**src/rtl/core/olrb_pkg.sv**
```systemverilog
// Shared types and constants for the overwriting log ring buffer.
// No dependencies.
package olrb_pkg;

    localparam int LOG_DEPTH_DEF = 1024;
    localparam int MAX_READ_DEF  = 64;

    localparam int CHAR_W = 8;
    localparam int LEN_W  = 7;

    localparam logic       MODE_APPEND = 1'b0;
    localparam logic       MODE_READ   = 1'b1;
    localparam logic [7:0] NUL_BYTE    = 8'h00;

    typedef enum logic [1:0] {
        ST_IDLE,
        ST_DATA,
        ST_TERM
    } t_state;

    // controller -> datapath
    typedef struct packed {
        logic wr_en;      // append item: store byte, move head (and tail if full)
        logic rd_start;   // read item: latch drain count
        logic fetch;      // issue a store read
        logic load_byte;  // move fetched byte to output, advance tail
        logic load_term;  // load NUL terminator to output
    } t_ctrl_cmd;

    // datapath -> controller
    typedef struct packed {
        logic take_zero;  // read item drains nothing
        logic cnt_last;   // byte being loaded is the last of the run
        logic out_free;   // output register can take a new item this cycle
    } t_dp_status;

endpackage

```
**src/rtl/core/olrb_ctrl.sv**
```systemverilog
// Controller state machine for the overwriting log ring buffer.
// Depends on olrb_pkg.
module olrb_ctrl (
    input  logic                i_clk,
    input  logic                i_rst_n,
    input  logic                i_in_valid,
    input  logic                i_mode,
    input  olrb_pkg::t_dp_status i_status,
    output logic                o_in_ready,
    output olrb_pkg::t_ctrl_cmd o_cmd
);
    import olrb_pkg::*;

    t_state r_state;
    t_state n_state;

    always_ff @(posedge i_clk) begin
        if (!i_rst_n) begin
            r_state <= ST_IDLE;
        end else begin
            r_state <= n_state;
        end
    end

    always_comb begin
        n_state    = r_state;
        o_in_ready = 1'b0;
        o_cmd      = '0;
        case (r_state)
            ST_IDLE: begin
                o_in_ready = 1'b1;
                if (i_in_valid) begin
                    if (i_mode == MODE_APPEND) begin
                        o_cmd.wr_en = 1'b1;
                    end else begin
                        o_cmd.rd_start = 1'b1;
                        if (i_status.take_zero) begin
                            n_state = ST_TERM;
                        end else begin
                            o_cmd.fetch = 1'b1;
                            n_state     = ST_DATA;
                        end
                    end
                end
            end
            ST_DATA: begin
                // fetched byte sits in the RAM read register until taken
                if (i_status.out_free) begin
                    o_cmd.load_byte = 1'b1;
                    if (i_status.cnt_last) begin
                        n_state = ST_TERM;
                    end else begin
                        o_cmd.fetch = 1'b1;
                    end
                end
            end
            ST_TERM: begin
                if (i_status.out_free) begin
                    o_cmd.load_term = 1'b1;
                    n_state         = ST_IDLE;
                end
            end
            default: begin
                n_state = ST_IDLE;
            end
        endcase
    end

endmodule

```
**config.mk**
```make
export PLATFORM = sky130hd
export DESIGN_NAME = olrb_ctrl
export DESIGN_NICKNAME = d
export VERILOG_FILES = /design/src/rtl/core/olrb_pkg.sv /design/src/rtl/core/olrb_ctrl.sv
export SDC_FILE = /design/constraint.sdc
export NUM_CORES = 1
export LEC_CHECK = 0
export BUFFER_PORTS_ARGS = -buffer_cell sky130_fd_sc_hd__buf_2
export CAP_MARGIN = 20
export CORE_AREA = 2 2 39 41
export CTS_CLUSTER_DIAMETER = 50
export CTS_CLUSTER_SIZE = 25
export DETAILED_ROUTE_END_ITERATION = 8
export DIE_AREA = 0 0 41 43
export GPL_ROUTABILITY_DRIVEN = 0
export PLACE_DENSITY_LB_ADDON = 0.12
export SLEW_MARGIN = 20
export SYNTH_ARGS = -nofsm -noshare
export SYNTH_HDL_FRONTEND = slang
export SYNTH_SLANG_ARGS = --single-unit
```
**constraint.sdc**
```tcl
create_clock -name i_clk -period 2.69 [get_ports i_clk]
set_input_delay 0.538 -clock i_clk [delete_from_list [all_inputs] [get_ports i_clk]]
set_output_delay 0.538 -clock i_clk [all_outputs]
set_load 0.02 [all_outputs]
```
# ---- After elaboration in Yosys (flattened, before gate mapping)
# Index checks and enable logic that the tools add are counted.
dict set report totals {
  reg_bits 2
}
dict set report classes {
  n_eq_ne 7
  muxes 19
  reduce_logical 2
}
# cell count
set ops {}
lappend ops {{$mux 2} 9}
lappend ops {{$ne 2x2->1 const B} 5}
lappend ops {{$mux 1} 7}
lappend ops {{$pmux 2 s3} 1}
lappend ops {{$reduce_and 5->1} 1}
lappend ops {{$mux 3} 1}
lappend ops {{$eq 2x1->1 const B} 1}
lappend ops {{$eq 2x2->1 const B} 1}
lappend ops {{$logic_not 2->1} 1}
lappend ops {{$pmux 1 s2} 1}

# ---- Longest topological paths before layout
# Gate-level depths: netlist of run 1.
dict set report logic_depth {
  word_depth 4
  mapped_depth 3
  mapped_depth_nobuf 3
}

# ---- Worst setup path after synthesis of run 1
# OpenSTA, ideal clock, no wires.
dict set report synth_path {
  kind {input to output}
  from {input i_mode}
  to {output o_cmd[2] (netlist name)}
  t_arrival_ns 1.324
  setup_slack_ns 0.828
  path_stages 2
  cell_sequence {nor4bb_4 -> a22o_2}
}
# element line
set synth_lines {}
lappend synth_lines {{from (decl)} olrb_ctrl.sv:7} ;# input logic i_mode,
lappend synth_lines {{to (decl)} olrb_ctrl.sv:10} ;# output olrb_pkg::t_ctrl_cmd o_cmd

==> results.cfg, run 1 <==
[final_layout]
design_area_um2 = 278
antenna_cells = 0
stdcell_count = 51
largestRegisters = r_state x2
largest_reg_flops = 2
syn_to_final_growth_pct = 58.6
drive_above_1_share_pct = 60.0
nets = 44
largest_register = r_state
utilization_pct = 20.1
mostFrequentLayoutCell = buf_2
layout_common_cells = buf_2 (12), inv_1 (3), nor2_1 (3), nand2_1 (3), clkbuf_4 (3)

[power]
p_leak_nw = 0.148
ir_drop_mv = 0.152
p_per_area_nw_per_um2 = 521

[worst_setup_path]
r2r-end = r_state[0]$_SDFFE_PN0P_
end_kind = output port
crit_required_ns = 2.15
rr_worst_depth = 3
crit_start = r_state[0]$_SDFFE_PN0P_
crit_type = register to output port
cp-start-kind = register
cp.arrival_ns = 1.37
r2r_setup_slack_ns = 1.46
critical_path.endpoint = o_cmd[2]
r2r-start = r_state[0]$_SDFFE_PN0P_
cp_max_fo = 7

[synth]
syn_area_per_cell_um2 = 8.76
ys_seq_elements = 2
synth_area_um2 = 175
yosys.area.top_type = dfxtp_1
synth_area_leaders = dfxtp_1 (23%), nor4bb_4 (14%), a221oi_2 (8.6%), inv_1 (6.4%), nand2_1 (6.4%)
ys_types = 13
yosysSeqAreaShare_pct = 22.9
syn_nets = 27
synth_top_area_share_pct = 22.9
syn_inst = 20
yosys_warnings = 0

[placement]
detailedPlace.worstSlack_ns = 0.777
placed_area_um2 = 255
dpl.cell_count = 48
port_buffers = 12

[drt]
wl_per_cell_um = 9.57
viasPerCell = 3.90
first_pass_iters = 1
vias = 199
ant_nets = 0
wl_um = 488
drt_iter0_markers = 0
drc_errors = 0

[timing]
fmax_mhz = 525
final-max-slew-violation-count = 0
fin_skew_ns = 0.000449
min_period_over_period_pct = 70.8
finalSetupTns_ns = 0
relSlewSlack_pct = 78.1
rsz0062_at_grt = false
hold_viol_final = 0
worstMarginPinSlew_ns = 0.328
setup_viol = 0
fin_crit_ns = 1.90
finalWorstSetupSlack_ns = 0.786

[run_status]
outcome = completed

[clock_network]
cts.sinks = 2
cts_tree = yes
holdBufCountCts = 0
cts_setup_buffers = 0
clock-root-buffer = clkbuf_4
clk_pin_slew_ns = 0.03
clk_latency_ns = 0.22
cts.path.max_buffers = 2
cts_buffers = 3
post_cts_resized = 0
cts_max_level = 1

[floorplanning]
die_w_um = 41
die-area_um2 = 1760
row_count = 14
fp.dieH_um = 43
top_level_ports = 13
initial_core_util_pct = 12.7
core_um2 = 1380

[global_route]
antenna_found_initial = 0
grt_pass1_wl_um = 717
grt_pass1_vias = 189
grt_max_degree = 8
grt_util_all_layers_pct = 6.21
overflow = 0

[hold_path]
hold_class = register to register

[run]
maxCapViolations = 0
[metrics by stage]
step | power [mW] | hold slack [ns]
finish | 0.145 | 0.596
global placement | 0.0811 | 0.610
global route | 0.156 | 0.625
CTS | 0.151 | 0.608
detailed placement | 0.0815 | 0.604
floorplan | 0.0651 | 0.540
[Yosys cell counts]
cell and instances:
inv_1 3, nand2_1 3, nor2_1 3, dfxtp_1 2, a21o_2 1, a221oi_2 1, a22o_2 1, a32o_1 1
and2_2 1, and3_2 1, mux2i_1 1, nor4bb_4 1, o211ai_1 1
[worst min path at each step]
stage               slack [ns]  cells after the start               startpoint                 endpoint
floorplan                 0.54                      2  r_state[1]$_SDFFE_PN0P_  r_state[1]$_SDFFE_PN0P_
global placement          0.61                      2  r_state[1]$_SDFFE_PN0P_  r_state[1]$_SDFFE_PN0P_
detailed placement        0.60                      2  r_state[1]$_SDFFE_PN0P_  r_state[1]$_SDFFE_PN0P_
CTS                       0.61                      2  r_state[1]$_SDFFE_PN0P_  r_state[1]$_SDFFE_PN0P_
global route              0.62                      2                  i_rst_n  r_state[0]$_SDFFE_PN0P_
finish                    0.60                      2  r_state[1]$_SDFFE_PN0P_  r_state[1]$_SDFFE_PN0P_
[worst max-delay path: stages (launching register included)]
cell and delay [ns]:
dfxtp_1 0.38, nor4bb_4 0.41, a22o_2 0.20, buf_2 0.15
[cell families after synthesis]
family / Yosys count / share of synthesized area (%)
buf+inv: 3 / 6.43
flops: 2 / 22.9
mux: 1 / 5.71
simple gates: 9 / 35.7
compound gates: 5 / 29.3
[final cells by class]
class	instances	area, um2
Clock buffer	3	22.5
Fill cell	164	1110
Inverter	3	11.3
Multi-Input combinational cell	15	124
Sequential cell	2	40.0
Tap cell	16	20.0
Timing Repair Buffer	12	60.1
[power breakdown]
group	internal [mW]	switching (mW)	total (mW)
logic	0.0195	0.0223	0.0418
clock network	0.0491	0.0157	0.0649
registers	0.0323	0.00581	0.0381
[routing by layer]
layer / GRT usage (%) / share of wire, % / wire (um)
met5: 0 / 0 / 0
met4: 6.00 / 0 / 0
met3: 1.57 / 12 / 59
met2: 8.44 / 49 / 241
met1: 7.32 / 38 / 187
No activity file was read; power rests on OpenSTA's default activity.
==> run 2: changes to the inputs <==
--- a/config.mk
+++ b/config.mk
@@ -5,6 +5,7 @@
 export SDC_FILE = /design/constraint.sdc
 export NUM_CORES = 1
 export LEC_CHECK = 0
+export ABC_AREA = 1
 export BUFFER_PORTS_ARGS = -buffer_cell sky130_fd_sc_hd__buf_2
 export CAP_MARGIN = 20
 export CORE_AREA = 2 2 39 41
==> constraint.sdc (replaced) <==
create_clock -name i_clk -period 1.81 [get_ports i_clk]
set_input_delay 0.362 -clock i_clk [delete_from_list [all_inputs] [get_ports i_clk]]
set_output_delay 0.362 -clock i_clk [all_outputs]
set_load 0.02 [all_outputs]
==> run 2 against run 1 <==
Effect of this change: global-route usage increased by 0.71 points; first-iteration DRC count increased by 2; sequential power increased by 50%; combinational power increased by 93%; critical path depth increased by 1; via count increased by 25%; core utilization decreased by 0.27 points; cell area decreased by 1.4%; critical endpoint unchanged; largest cell class unchanged; largest power group unchanged.
==> results.cfg, run 2 <==
[final_layout]
drive_above_1_share_pct = 39.1
layout_common_cells = buf_2 (12), nand2_1 (7), nor2_1 (6)
antenna_cells = 0
largestRegisters = r_state x2
largest_reg_flops = 2
mostFrequentLayoutCell = buf_2
stdcell_count = 62
nets = 55
syn_to_final_growth_pct = 59.9
largest_register = r_state

[synth]
ys_seq_elements = 2
synthXorXnorAreaFrac_pct = 0
yosys_warnings = 0
synth_area_um2 = 171
synth_top_area_share_pct = 23.4
yosysSeqAreaShare_pct = 23.4
synth-edff-count = 0
yosys-top-cells-count = nand2_1 (7), nor2_1 (6), inv_1 (3), nand3_1 (3)
syn_nets = 38
synth_top_family_by_area = simple AND/OR/NAND/NOR gates
ys_types = 14
synth-main-ff-cell = dfxtp_1
yosys.area_share.simple_pct = 51.1
async_reset_ff_share_pct = 0
yosys.area.top_type = dfxtp_1
syn_area_per_cell_um2 = 5.53
synth_most_common_cell = nand2_1
syn_inst = 31
synth-compound-area-share_pct = 14.6
synthMuxAreaShare_pct = 0
synth_fa_ha_area_share_pct = 0
synth_area_leaders = dfxtp_1 (23%), nand2_1 (15%), nor2_1 (13%), nand3_1 (8.8%), inv_1 (6.6%)

[worst_setup_path]
r2r-end = r_state[1]$_SDFFE_PN0P_
r2r-start = r_state[0]$_SDFFE_PN0P_
cp_max_fo = 7
cp-start-kind = register
cp.arrival_ns = 1.19
slowest_stage = dfxtp_1
slowest_delay_ns = 0.35
rr_worst_depth = 6
crit_required_ns = 1.45
r2r_setup_slack_ns = 0.82
crit_chain = nor2_2, nand3_1, o31ai_1, buf_2
crit_type = register to output port
end_kind = output port

[drt]
first_pass_iters = 2
wl_um = 470
wl_per_cell_um = 7.58
viasPerCell = 4.00
drt_iter0_markers = 2
ant_nets = 0
vias = 248
drc_errors = 0

[clock_network]
cts_setup_buffers = 0
cts_max_level = 1
cts.path.max_buffers = 2
holdBufCountCts = 0
post_cts_resized = 0
cts.sinks = 2
clk_latency_ns = 0.23
cts_buffers = 3
clock-root-buffer = clkbuf_4
cts_tree = yes
clk_pin_slew_ns = 0.03

[timing]
timing.hold.ws_ns = 0.368
fin_skew_ns = 0.00479
hold_viol_final = 0
relSlewSlack_pct = 85.3
min_period_over_period_pct = 85.6
worstMarginPinSlew_ns = 0.219
finalSetupTns_ns = 0
fmax_mhz = 646
rsz0062_at_grt = false
final-max-slew-violation-count = 0
fin_crit_ns = 1.55
setup_viol = 0

[floorplanning]
initial_core_util_pct = 12.4
die-area_um2 = 1760
die_w_um = 41
row_count = 14
core_um2 = 1380
fp.dieH_um = 43
top_level_ports = 13

[hold_path]
min_to = r_state[1]$_SDFFE_PN0P_
hold_class = input port to register
holdPathStages = 3
holdCritStartpoint = i_rst_n

[run_status]
outcome = completed

[global_route]
grt_pass1_wl_um = 786
grt_pass1_vias = 228
grt_util_all_layers_pct = 6.91
antenna_found_initial = 0
overflow = 0
grt_max_degree = 8

[power]
ir_drop_mv = 0.321
p_leak_nw = 0.149
p_per_area_nw_per_um2 = 876

[placement]
dp_hpwl_um = 403
dpl.cell_count = 59
port_buffers = 12

[run]
maxCapViolations = 0
run 2: where the power goes:
group | internal, mW | total, mW | leakage (nW) | switching, mW
Sequential | 0.0495 | 0.0571 | 0.0164 | 0.00765
Clock | 0.0734 | 0.102 | 0.0138 | 0.0289
Combinational | 0.0301 | 0.0805 | 0.119 | 0.0504
run 2: final cells by class:
type | instances | area [um2]
Clock buffer | 3 | 22.5
Multi-Input combinational cell | 24 | 113
Tap cell | 16 | 20.0
Timing Repair Buffer | 12 | 60.1
Fill cell | 171 | 1110
Inverter | 5 | 18.8
Sequential cell | 2 | 40.0
run 2: worst max-delay path by stage:
stage	depth (start not counted)	end	start
5_1_grt	4	o_cmd[2]	r_state[0]$_SDFFE_PN0P_
3_5_place_dp	4	o_cmd[2]	r_state[0]$_SDFFE_PN0P_
3_3_place_gp	6	o_cmd[2]	i_mode
6_report	4	o_cmd[2]	r_state[0]$_SDFFE_PN0P_
2_1_floorplan	1	o_cmd[3]	r_state[0]$_SDFFE_PN0P_
4_1_cts	4	o_cmd[2]	r_state[0]$_SDFFE_PN0P_
run 2: per-stage QoR:
step                      power (mW)  setup WS (ns)  area [um2]  utilization [%]
after detailed placement       0.140          0.489         251             18.2
after global routing           0.258          0.178         274             19.8
after CTS                      0.244          0.246         274             19.8
after floorplan                0.113          0.369         171                -
after global placement         0.144          0.458         251             18.2
final                          0.240          0.261         274             19.8
run 2: worst max-delay path, delay by kind of cell (launching register included):
kind	cells	cell delay, ns
AO/OA/AOI/OAI	1	0.08
buffers and inverters	1	0.19
flip-flops	1	0.35
AND/OR/NAND/NOR	2	0.33
run 2: routing by layer:
| metal | GRT usage, % | part of all wire (%) |
|---|---|---|
| met5 | 0 | 0 |
| met4 | 0 | 0 |
| met3 | 7.85 | 10 |
| met2 | 10.0 | 56 |
| met1 | 7.03 | 33 |
run 2: logic make-up (layout without fill, tap and decap cells):
kind of cell           after synthesis  after routing
flip-flops                           2              2
buffers and inverters                5             20
AND/OR/NAND/NOR                     20             20
AO/OA/AOI/OAI                        4              4
